<file path="config.mk">
export PLATFORM = sky130hd
export DESIGN_NAME = coefficient_group_bitplane_packer
export DESIGN_NICKNAME = d
export VERILOG_FILES = /design/src/rtl/cgbp_pkg.sv /design/src/rtl/coefficient_group_bitplane_packer.sv /design/src/rtl/cgbp_ctrl.sv /design/src/rtl/cgbp_datapath.sv
export SDC_FILE = /design/constraint.sdc
export NUM_CORES = 1
export LEC_CHECK = 0
export ABC_CLOCK_PERIOD_IN_PS = 3050
export BUFFER_PORTS_ARGS = -buffer_cell sky130_fd_sc_hd__clkbuf_2
export CORE_MARGIN = 1
export CORE_UTILIZATION = 53
export CTS_BUF_LIST = sky130_fd_sc_hd__clkbuf_16
export DETAILED_ROUTE_END_ITERATION = 8
export GPL_ROUTABILITY_DRIVEN = 0
export GPL_TIMING_DRIVEN = 0
export PLACE_DENSITY = 0.87
export SLEW_MARGIN = 10
export SYNTH_ARGS = -nofsm -noshare
export SYNTH_HDL_FRONTEND = slang
export SYNTH_SLANG_ARGS = --single-unit
</file>
<file path="constraint.sdc">
create_clock -name clk -period 3.05 [get_ports clk]
set_input_delay 0.4575 -clock clk [delete_from_list [all_inputs] [get_ports clk]]
set_output_delay 0.4575 -clock clk [all_outputs]
set_load 0.03 [all_outputs]
</file>
<file path="src/rtl/cgbp_pkg.sv">
// ----------------------------------------------------------------------------
// cgbp_pkg
// Shared types and constants of the coefficient group bit-plane packer:
// field widths, register indexes and the controller/datapath handshake.
// ----------------------------------------------------------------------------
package cgbp_pkg;

  localparam int COEF_W    = 16;
  localparam int IN_LANES  = 4;
  localparam int COUNT_W   = 4;
  localparam int VALID_W   = 3;
  localparam int NIBBLE_W  = 4;
  localparam int CFG_IDX_W = 4;
  localparam int CFG_DAT_W = 4;

  localparam logic [CFG_IDX_W-1:0] REG_TRUNCATION_LEVEL = 4'd0;
  localparam logic [CFG_IDX_W-1:0] REG_SIGNS_SEPARATE   = 4'd1;

  typedef logic [COEF_W-1:0]   coef_t;
  typedef logic [COUNT_W-1:0]  plane_t;
  typedef logic [NIBBLE_W-1:0] nibble_t;

  // controller -> datapath
  typedef struct packed {
    logic load;
    logic emit_sign;
    logic emit_plane;
  } cmd_t;

  // datapath -> controller
  typedef struct packed {
    logic empty;
    logic sign_needed;
    logic last_plane;
  } status_t;

endpackage

</file>
<file path="src/rtl/coefficient_group_bitplane_packer.sv">
// ----------------------------------------------------------------------------
// coefficient_group_bitplane_packer
// Packs one group of sign-magnitude coefficients into 4-bit words: an
// optional sign word, then one word per magnitude plane down to the
// truncation level.
//
//   channel   ports                                         direction
//   group     start, busy, coef_lane0..3, plane_count,      in
//             valid_lanes
//   result    result_valid, nibble, is_sign_nibble,         out
//             plane_index, last
//   config    cfg_valid, cfg_ready, cfg_index, cfg_data      in
//
// A group is taken when start is high and busy is low. A group that codes
// to something keeps busy high while the plane sequencer emits one word per
// cycle: the sign word unless signs are sent separately, then one word per
// plane; an empty group leaves busy low. Each word is on the result ports
// for one cycle with result_valid high; the receiver cannot stall. rst is
// synchronous and clears the sequencer and the configuration registers.
// ----------------------------------------------------------------------------
module coefficient_group_bitplane_packer #(
  parameter int LANES          = 4,
  parameter int MAGNITUDE_BITS = 15
) (
  input  logic                           clk,
  input  logic                           rst,
  input  logic                           start,
  output logic                           busy,
  input  logic [15:0]                    coef_lane0,
  input  logic [15:0]                    coef_lane1,
  input  logic [15:0]                    coef_lane2,
  input  logic [15:0]                    coef_lane3,
  input  logic [3:0]                     plane_count,
  input  logic [2:0]                     valid_lanes,
  output logic                           result_valid,
  output logic [3:0]                     nibble,
  output logic                           is_sign_nibble,
  output logic [3:0]                     plane_index,
  output logic                           last,
  input  logic                           cfg_valid,
  output logic                           cfg_ready,
  input  logic [cgbp_pkg::CFG_IDX_W-1:0] cfg_index,
  input  logic [cgbp_pkg::CFG_DAT_W-1:0] cfg_data
);

  cgbp_pkg::coef_t   coef_in [cgbp_pkg::IN_LANES];
  cgbp_pkg::cmd_t    cmd;
  cgbp_pkg::status_t status;

  assign coef_in[0] = coef_lane0;
  assign coef_in[1] = coef_lane1;
  assign coef_in[2] = coef_lane2;
  assign coef_in[3] = coef_lane3;

  // registers take a write in any cycle
  assign cfg_ready = 1'b1;

  cgbp_ctrl u_ctrl (
    .clk    (clk),
    .rst    (rst),
    .start  (start),
    .busy   (busy),
    .status (status),
    .cmd    (cmd)
  );

  cgbp_datapath #(
    .LANES          (LANES),
    .MAGNITUDE_BITS (MAGNITUDE_BITS)
  ) u_datapath (
    .clk            (clk),
    .rst            (rst),
    .cfg_valid      (cfg_valid),
    .cfg_index      (cfg_index),
    .cfg_data       (cfg_data),
    .coef_in        (coef_in),
    .plane_count    (plane_count),
    .valid_lanes    (valid_lanes),
    .cmd            (cmd),
    .status         (status),
    .result_valid   (result_valid),
    .nibble         (nibble),
    .is_sign_nibble (is_sign_nibble),
    .plane_index    (plane_index),
    .last           (last)
  );

endmodule

</file>
<file path="src/rtl/cgbp_ctrl.sv">
// ----------------------------------------------------------------------------
// cgbp_ctrl
// Sequencer of the packer: accepts a group, then steps through the sign
// word and the magnitude planes, one word per cycle.
// ----------------------------------------------------------------------------
module cgbp_ctrl (
  input  logic              clk,
  input  logic              rst,
  input  logic              start,
  output logic              busy,
  input  cgbp_pkg::status_t status,
  output cgbp_pkg::cmd_t    cmd
);

  typedef enum logic [1:0] {
    ST_IDLE,
    ST_SIGN,
    ST_PLANES
  } state_t;

  state_t state;

  assign busy = (state != ST_IDLE);

  always_comb begin
    cmd            = '0;
    cmd.load       = (state == ST_IDLE) && start;
    cmd.emit_sign  = (state == ST_SIGN);
    cmd.emit_plane = (state == ST_PLANES);
  end

  always_ff @(posedge clk) begin
    if (rst) begin
      state <= ST_IDLE;
    end else begin
      unique case (state)
        ST_IDLE: begin
          // an empty group produces nothing; stay put
          if (start && !status.empty) begin
            state <= status.sign_needed ? ST_SIGN : ST_PLANES;
          end
        end
        ST_SIGN: begin
          state <= ST_PLANES;
        end
        ST_PLANES: begin
          if (status.last_plane) begin
            state <= ST_IDLE;
          end
        end
        default: begin
          state <= ST_IDLE;
        end
      endcase
    end
  end

endmodule

</file>
<file path="src/rtl/cgbp_datapath.sv">
// ----------------------------------------------------------------------------
// cgbp_datapath
// Group registers, plane counter, bit gather across lanes, configuration
// registers and the registered result word.
// ----------------------------------------------------------------------------
module cgbp_datapath #(
  parameter int LANES          = 4,
  parameter int MAGNITUDE_BITS = 15
) (
  input  logic                                 clk,
  input  logic                                 rst,
  input  logic                                 cfg_valid,
  input  logic [cgbp_pkg::CFG_IDX_W-1:0]       cfg_index,
  input  logic [cgbp_pkg::CFG_DAT_W-1:0]       cfg_data,
  input  cgbp_pkg::coef_t                      coef_in [cgbp_pkg::IN_LANES],
  input  cgbp_pkg::plane_t                     plane_count,
  input  logic [cgbp_pkg::VALID_W-1:0]         valid_lanes,
  input  cgbp_pkg::cmd_t                       cmd,
  output cgbp_pkg::status_t                    status,
  output logic                                 result_valid,
  output cgbp_pkg::nibble_t                    nibble,
  output logic                                 is_sign_nibble,
  output cgbp_pkg::plane_t                     plane_index,
  output logic                                 last
);

  // sign bit position may lie beyond the coefficient word; it then reads zero
  localparam bit SIGN_IN_RANGE = (MAGNITUDE_BITS < cgbp_pkg::COEF_W);
  localparam int SIGN_POS      = SIGN_IN_RANGE ? MAGNITUDE_BITS : 0;
  localparam bit COUNT_CAPPED  = (MAGNITUDE_BITS < (1 << cgbp_pkg::COUNT_W) - 1);
  localparam cgbp_pkg::plane_t COUNT_MAX =
    COUNT_CAPPED ? cgbp_pkg::COUNT_W'(MAGNITUDE_BITS) : '1;

  cgbp_pkg::coef_t  coef_q [cgbp_pkg::IN_LANES];
  cgbp_pkg::plane_t plane_q;
  cgbp_pkg::plane_t trunc_q;
  logic             signs_sep_q;

  cgbp_pkg::plane_t  count_sat;
  logic [LANES-1:0]  sign_bits;
  logic [LANES-1:0]  plane_bits;

  assign count_sat = (plane_count > COUNT_MAX) ? COUNT_MAX : plane_count;

  assign status.empty       = (count_sat <= trunc_q);
  assign status.sign_needed = !signs_sep_q;
  assign status.last_plane  = (plane_q == trunc_q);

  // lane i lands in bit LANES-1-i; lanes without an input port read zero
  always_comb begin
    for (int i = 0; i < LANES; i++) begin
      if (i < cgbp_pkg::IN_LANES) begin
        sign_bits[LANES-1-i]  = SIGN_IN_RANGE ? coef_q[i][SIGN_POS] : 1'b0;
        plane_bits[LANES-1-i] = coef_q[i][plane_q];
      end else begin
        sign_bits[LANES-1-i]  = 1'b0;
        plane_bits[LANES-1-i] = 1'b0;
      end
    end
  end

  always_ff @(posedge clk) begin
    if (rst) begin
      trunc_q     <= '0;
      signs_sep_q <= 1'b0;
    end else if (cfg_valid) begin
      if (cfg_index == cgbp_pkg::REG_TRUNCATION_LEVEL) begin
        trunc_q <= cfg_data[cgbp_pkg::COUNT_W-1:0];
      end else if (cfg_index == cgbp_pkg::REG_SIGNS_SEPARATE) begin
        signs_sep_q <= cfg_data[0];
      end
    end
  end

  always_ff @(posedge clk) begin
    if (rst) begin
      result_valid <= 1'b0;
    end else begin
      result_valid <= cmd.emit_sign || cmd.emit_plane;
    end
  end

  always_ff @(posedge clk) begin
    if (cmd.load) begin
      // drop lanes at or above the valid count
      for (int i = 0; i < cgbp_pkg::IN_LANES; i++) begin
        coef_q[i] <= (i < 32'(valid_lanes)) ? coef_in[i] : '0;
      end
      plane_q <= count_sat - 1'b1;
    end else if (cmd.emit_plane) begin
      plane_q <= plane_q - 1'b1;
    end

    if (cmd.emit_sign) begin
      nibble         <= cgbp_pkg::NIBBLE_W'(sign_bits);
      is_sign_nibble <= 1'b1;
      plane_index    <= '0;
      last           <= 1'b0;
    end else if (cmd.emit_plane) begin
      nibble         <= cgbp_pkg::NIBBLE_W'(plane_bits);
      is_sign_nibble <= 1'b0;
      plane_index    <= plane_q;
      last           <= status.last_plane;
    end
  end

endmodule

</file>
==> results.sh, run 1 <==
export IMPL_ff_latch_area_mm2=0.00244
export IMPL_holdBufCountCts=0
export IMPL_arrival_ns=2.01
export IMPL_grt_use_total_pct=21.3
export IMPL_tns_ns=0
export IMPL_n_antenna_cell=0
export IMPL_grt_pass1_vias=2536
export IMPL_cts_tree="done"
export IMPL_r2r_start="u_datapath.plane_q[0]"
export IMPL_p_per_area_mw_per_mm2=904
export IMPL_ys_top_cells_by_area="edfxtp_1 54%, nor2b_1 8.7%, mux4_2 7.3%"
export IMPL_post_drt_wl_per_cell_um=15.9
export IMPL_die_area_mm2=0.00791
export IMPL_ir_worst_vdd_mv=0.402
export IMPL_syn_area_mm2=0.00401
export IMPL_rsz0062_at_grt="false"
export IMPL_synthToLayoutAreaGrowth_pct=22.3
export IMPL_io_pins=96
export IMPL_cts_resized=0
export IMPL_grt_ovfl_total=0
export IMPL_end_kind="register"
export IMPL_drv_slew=0
export IMPL_dp_slack_ns=0.743
export IMPL_fin_crit_ns=1.95
export IMPL_startpoint="valid_lanes[2]"
export IMPL_cts_max_level=3
export IMPL_cp_required_ns=3.11
export IMPL_yosysSeqAreaShare_pct=60.9
export IMPL_drtPass1Iterations=4
export IMPL_antenna_left=0
export IMPL_yosysWarnings=0
export IMPL_fmax_mhz=512
export IMPL_n_fill_cell=537
export IMPL_yosys_area_top_type_share_pct=53.9
export IMPL_synthCells=279
export IMPL_portBuffers=92
export IMPL_cts_buffers_inserted=9
export IMPL_grt_max_degree=45
export IMPL_place_area_mm2=0.00461
export IMPL_path_clk_slew_ns=0.06
export IMPL_grt_pass1_wl_mm=12.0
export IMPL_reg2reg_depth=5
export IMPL_cts_sinks=86
export IMPL_status="finished clean"
export IMPL_stdcell_area_mm2=0.00490
export IMPL_layout_nets=474
export IMPL_drt_initial_drc_count=131
export IMPL_synth_largest_area_cell="edfxtp_1"
export IMPL_multiInputGateArea_mm2=0.00142
export IMPL_clk_latency_ns=0.33
export IMPL_setup_violations=0
export IMPL_finalNonFillerCells=487
export IMPL_setup_ws_ns=1.10
export IMPL_cap_violations=0
export IMPL_finalHoldViolCount=0
export IMPL_rows=31
export IMPL_finalCritPeriodShare_pct=64.0
export IMPL_synth_cell_type_count=34
export IMPL_syn_num_nets=370
export IMPL_route_vias_total=2542
export IMPL_r2r_end="u_datapath.nibble[1]"
export IMPL_fp_dieW_um=89.0
export IMPL_clock_root_buffer="clkbuf_16"
export IMPL_worst_pin_slew_ns=1.02
export IMPL_hp_class="in2reg"
export IMPL_antenna_found_initial=0
export IMPL_dp_cells=471
export IMPL_drive_gt1_share_pct=33.2
export IMPL_path_max_fanout=10
export IMPL_r2r_setup_slack_ns=1.10
export IMPL_post_dp_hpwl_mm=5.55
export IMPL_power_leakage_nw=1.97
export IMPL_avgSynthCellArea_um2=14.4
export IMPL_clockBufferDepth=2
export IMPL_worstSetupPathType="in2reg"
export IMPL_skew_ns=0.00423
export IMPL_drc=0
export IMPL_viasPerCell=5.22
export IMPL_startpoint_type="input pin"
export IMPL_core_area_mm2=0.00729
export IMPL_die_h_um=89.0
export IMPL_post_cts_buffers=0
export IMPL_drt_total_wl_mm=7.73
export IMPL_synth_ff_latch_count=86
export IMPL_critPathCapture="u_datapath.coef_q[0][4]"
export IMPL_slew_headroom_pct=31.6
export IMPL_start_util_pct=55.0
final cells by class:
class                           count  share of cell area (%)
Buffer                             17                    2.17
Clock buffer                        9                    4.59
Clock inverter                      7                    1.33
Inverter                           10                   0.766
Multi-Input combinational cell    166                    29.0
Sequential cell                    86                    49.8
Tap cell                           99                    2.53
Timing Repair Buffer               93                    9.80
worst min path at each step:
| stage | start | endpoint | cells past startpoint | slack [ns] |
|---|---|---|---|---|
| global placement | u_datapath.is_sign_nibble | u_datapath.is_sign_nibble | 1 | 0.44 |
| detailed placement | u_datapath.is_sign_nibble | u_datapath.is_sign_nibble | 1 | 0.47 |
| CTS | cfg_data[1] | u_datapath.trunc_q[1] | 3 | 0.37 |
| global route | cfg_data[1] | u_datapath.trunc_q[1] | 3 | 0.37 |
| floorplan | u_datapath.signs_sep_q | u_datapath.signs_sep_q | 2 | 0.45 |
| finish | cfg_data[1] | u_datapath.trunc_q[1] | 3 | 0.37 |
registers in the layout, indices dropped and copies added (netlist names):
name and count:
u_datapath.coef_q 64, u_datapath.nibble 4, u_datapath.plane_index 4, u_datapath.plane_q 4
u_datapath.trunc_q 4, u_ctrl.state 2, u_datapath.is_sign_nibble 1, u_datapath.last 1
u_datapath.result_valid 1, u_datapath.signs_sep_q 1
kinds of logic after synthesis:
| kind of cell | count (synthesis) | share of synthesized area (%) |
|---|---|---|
| buffers and inverters | 27 | 3.59 |
| AND/OR/NAND/NOR | 96 | 14.0 |
| flip-flops | 86 | 60.9 |
| multiplexers | 34 | 13.8 |
| XOR/XNOR | 6 | 1.31 |
| other | 1 | 0.0936 |
| adder cells (fa/ha/maj) | 8 | 2.50 |
| AO/OA/AOI/OAI | 21 | 3.81 |
power by group:
part / switching (W) / internal [W]
clock network: 0.000432 / 0.000628
logic: 0.000871 / 0.000690
registers: 0.000107 / 0.00170
total: 0.00141 / 0.00302
layout by cell type, fill, tap and decap left out, drive strengths merged:
cell,count
a211o,4
a211oi,1
a21o,1
a21oi,8
a221oi,1
a22o,4
and2,16
buf,8
bufinv,1
clkbuf,111
clkinv,2
clkinvlp,2
conb,1
dfxtp,14
edfxtp,72
ha,8
inv,12
mux2,1
mux2i,17
mux4,16
nand2,5
nand2b,1
nand3,2
nand4,2
nor2,11
nor2b,56
nor3,1
nor4b,1
o211ai,1
o21ai,1
or3,1
xnor2,5
xor2,1
per-stage QoR:
| step | utilization (%) | power (W) | hold WS [ns] |
|---|---|---|---|
| 3_5_place_dp | 63.2 | 0.00341 | 0.467 |
| 5_1_grt | 67.2 | 0.00466 | 0.374 |
| 6_report | 67.2 | 0.00443 | 0.374 |
| 4_1_cts | 67.2 | 0.00446 | 0.366 |
| 3_3_place_gp | 63.0 | 0.00333 | 0.444 |
| 2_1_floorplan | - | 0.00297 | 0.445 |
critical path: stages:
cell and delay [ns]:
clkbuf_1 0.18, nor3_1 0.87, clkbuf_1 0.39, nor2b_1 0.12
synthesized netlist by cell type:
cell type   n
mux2i_1    17
a22o_1      4
mux2_2      1
nor3_1      1
nor2_1     11
xor2_1      1
a21o_1      1
a221oi_2    1
inv_1      10
a21oi_1     8
nor2b_1    56
ha_1        8
nand2b_1    1
or3_1       1
nand4_1     2
edfxtp_1   72
nand2_1     5
mux4_1      3
buf_6       3
o211ai_1    1
buf_2       1
nand3_1     2
nor4b_1     1
a211o_1     4
dfxtp_1    14
mux4_2     13
clkbuf_1   10
a211oi_1    1
and2_1     16
conb_1      1
o21ai_0     1
buf_8       1
buf_4       2
xnor2_1     5
routing by layer:
metal  global-route usage (%)  wire length [um]  part of all wire (%)
met4                     9.96               134                   1.7
met5                        0                 0                     0
met3                     3.69               474                   6.1
met1                     27.1              3300                    43
met2                     36.0              3820                    49
(Power assumes the default switching activity.)
==> run 2: changes to the inputs <==
--- a/config.mk
+++ b/config.mk
@@ -5,15 +5,16 @@
 export SDC_FILE = /design/constraint.sdc
 export NUM_CORES = 1
 export LEC_CHECK = 0
-export ABC_CLOCK_PERIOD_IN_PS = 3050
+export ABC_AREA = 1
+export ABC_CLOCK_PERIOD_IN_PS = 1800
 export BUFFER_PORTS_ARGS = -buffer_cell sky130_fd_sc_hd__clkbuf_2
 export CORE_MARGIN = 1
-export CORE_UTILIZATION = 53
+export CORE_UTILIZATION = 54
 export CTS_BUF_LIST = sky130_fd_sc_hd__clkbuf_16
 export DETAILED_ROUTE_END_ITERATION = 8
 export GPL_ROUTABILITY_DRIVEN = 0
 export GPL_TIMING_DRIVEN = 0
-export PLACE_DENSITY = 0.87
+export PLACE_DENSITY = 0.88
 export SLEW_MARGIN = 10
 export SYNTH_ARGS = -nofsm -noshare
 export SYNTH_HDL_FRONTEND = slang
==> constraint.sdc (replaced) <==
create_clock -name clk -period 1.8 [get_ports clk]
set_input_delay 0.27 -clock clk [delete_from_list [all_inputs] [get_ports clk]]
set_output_delay 0.27 -clock clk [all_outputs]
set_load 0.03 [all_outputs]
==> results.sh, run 2 <==
export IMPL_syn_area_mm2=0.00427
export IMPL_grt_max_degree=35
export IMPL_whs_ns=0.0921
export IMPL_end_kind="register"
export IMPL_synth_edf_count=72
export IMPL_route_vias_total=3624
export IMPL_status="finished clean"
export IMPL_cp_required_ns=1.87
export IMPL_hold_end="u_datapath.result_valid"
export IMPL_post_dp_hpwl_mm=6.72
export IMPL_drtPass1Iterations=5
export IMPL_yosysWarnings=0
export IMPL_r2r_setup_slack_ns=0.08
export IMPL_synthXorXnorAreaFrac_pct=0.411
export IMPL_die_h_um=90.9
export IMPL_yosysMostFrequentCell="nand2_1"
export IMPL_p_total_w=0.00862
export IMPL_post_route_util_pct=68.1
export IMPL_r2r_start="u_ctrl.state[0]"
export IMPL_largest_reg_flops=64
export IMPL_avgSynthCellArea_um2=8.71
export IMPL_synthAdderAreaFrac_pct=2.35
export IMPL_syn_num_nets=581
export IMPL_cts_buffers_inserted=9
export IMPL_viasPerCell=5.14
export IMPL_rows=32
export IMPL_startpoint_type="register"
export IMPL_stdcell_area_mm2=0.00524
export IMPL_reg2reg_depth=8
export IMPL_cap_violations=0
export IMPL_top_register="u_datapath.coef_q"
export IMPL_synthCells=490
export IMPL_clk_latency_ns=0.34
export IMPL_grt_pass1_wl_mm=16.3
export IMPL_ys_top_cells_by_area="edfxtp_1 51%, nand2_1 13%, inv_1 7.2%"
export IMPL_fp_dieW_um=90.9
export IMPL_whs_path_depth=2
export IMPL_synth_top_family_by_area="simple AND/OR/NAND/NOR gates"
export IMPL_cts_max_level=3
export IMPL_synth_largest_area_cell="edfxtp_1"
export IMPL_worstSetupPathType="reg2reg"
export IMPL_r2r_end="u_datapath.plane_q[2]"
export IMPL_synth_mux_area_share_pct=0
export IMPL_layout_nets=689
export IMPL_cts_tree="done"
export IMPL_drv_slew=0
export IMPL_hp_class="in2reg"
export IMPL_p_per_area_mw_per_mm2=1650
export IMPL_yosys_area_top_type_share_pct=50.7
export IMPL_synth_ff_latch_count=86
export IMPL_drt_total_wl_mm=10.3
export IMPL_fin_crit_ns=1.72
export IMPL_start_util_pct=55.5
export IMPL_skew_ns=0.00799
export IMPL_core_area_mm2=0.00769
export IMPL_rsz0062_at_grt="false"
export IMPL_place_area_mm2=0.00489
export IMPL_clockBufferDepth=2
export IMPL_setup_violations=0
export IMPL_path_clk_slew_ns=0.06
export IMPL_antenna_left=0
export IMPL_ys_async_sr_fraction_pct=0
export IMPL_grt_pass1_vias=3486
export IMPL_n_antenna_cell=0
export IMPL_path_max_fanout=34
export IMPL_post_drt_wl_per_cell_um=14.6
export IMPL_finalCritPeriodShare_pct=95.3
export IMPL_synth_common_cells="144 x nand2_1, 82 x inv_1, 72 x edfxtp_1"
export IMPL_hold_start="rst"
export IMPL_clock_root_buffer="clkbuf_16"
export IMPL_power_leakage_nw=2.62
export IMPL_synth_compound_area_share_pct=3.75
export IMPL_fmax_mhz=583
export IMPL_antenna_found_initial=0
export IMPL_drive_gt1_share_pct=23.7
export IMPL_synthToLayoutAreaGrowth_pct=22.7
export IMPL_io_pins=96
export IMPL_synth_cell_type_count=30
export IMPL_ir_worst_vdd_mv=0.700
export IMPL_drt_initial_drc_count=351
export IMPL_holdBufCountCts=0
export IMPL_grt_use_total_pct=26.1
export IMPL_arrival_ns=1.79
export IMPL_drc=0
export IMPL_grt_ovfl_total=0
export IMPL_synth_flop_cell="edfxtp_1"
export IMPL_final_cell_mix="144 x nand2_1, 93 x clkbuf_2, 82 x inv_1"
export IMPL_finalHoldViolCount=0
export IMPL_portBuffers=93
export IMPL_cts_sinks=86
export IMPL_synth_simple_gate_area_share_pct=24.7
export IMPL_yosysSeqAreaShare_pct=57.2
export IMPL_die_area_mm2=0.00826
export IMPL_mostFrequentLayoutCell="nand2_1"
[run 2: changes by cell type in the layout (fill, tap and decap cells not counted), moves of 8 or more]
cell / previous run / this run
nand2_1: 5 / 144
o21ai_0: 1 / 11
nand3_1: 2 / 51
nor2b_1: 56 / 0
inv_1: 10 / 82
and2_1: 16 / 0
mux4_2: 13 / 0
clkbuf_1: 10 / 2
mux2i_1: 17 / 0
nor2_1: 11 / 56
[run 2: cell type report]
cell class              instances  area [um2]
fillers                       621        2450
clock inverters                 7        63.8
flip-flops and latches         86        2440
multi-input cells             297        1360
well taps                     102         128
inverters                      88         364
repair buffers                 96         488
clock buffers                   9         225
plain buffers                  19         151
repair inverters                1        16.3
[run 2: metal layers]
layer	routed length (um)	share of wire [%]	GRT usage, %	vias up
li1	-	-	-	1753
met1	4050	39	31.0	1615
met2	5100	49	44.4	219
met3	845	8.2	5.72	37
met4	325	3.1	13.2	0
met5	0	0	0	-
[run 2: how the worst max path moves through the flow]
stage	from	to	slack, ns	cells past startpoint
after floorplan	u_ctrl.state[0]	u_datapath.plane_q[2]	0.06	8
after global placement	u_ctrl.state[0]	u_datapath.plane_q[2]	-0.05	8
after detailed placement	u_ctrl.state[1]	u_datapath.plane_q[2]	-0.14	8
after CTS	u_ctrl.state[1]	u_datapath.plane_q[2]	0.04	8
after global routing	u_ctrl.state[0]	u_datapath.plane_q[2]	0.005	8
final	u_ctrl.state[0]	u_datapath.plane_q[2]	0.08	8
[run 2: metrics by stage]
step | setup TNS [ns] | setup slack (ns) | cells
after floorplan | 0 | 0.0562 | 490
after global placement | -0.0462 | -0.0462 | 685
after detailed placement | -0.210 | -0.142 | 685
after CTS | 0 | 0.0386 | 703
after global routing | 0 | 0.00455 | 705
final | 0 | 0.0843 | 705
[run 2: cell families after synthesis]
group	Yosys count
compound gates	30
xor+xnor	2
fa+ha+maj	8
buf+inv	107
flops	86
other cells	1
simple gates	256
[run 2: what timing repair did]
| item | 4_1_cts | 5_1_grt |
|---|---|---|
| gates cloned | 1 | 0 |
| pin swaps | 1 | 1 |
| buffers inserted | 1 | 2 |
| setup endpoints to repair | 3 | 1 |
| resized for setup | 2 | 3 |
[run 2: where the power goes]
| part | internal, W | leakage [nW] | total [W] | switching (W) |
|---|---|---|---|---|
| Combinational | 0.00121 | 1.67 | 0.00363 | 0.00242 |
| Clock | 0.00107 | 0.144 | 0.00182 | 0.000757 |
| Sequential | 0.00293 | 0.812 | 0.00317 | 0.000244 |
| Total | 0.00520 | 2.62 | 0.00862 | 0.00342 |
[run 2: critical path, cell delays in order, from the launching register on]
cell and delay [ns]:
dfxtp_2 0.34, inv_1 0.08, ha_4 0.20, nand2_8 0.11, clkinv_16 0.11, o21ai_1 0.15
inv_1 0.07, ha_1 0.21, xor2_1 0.16
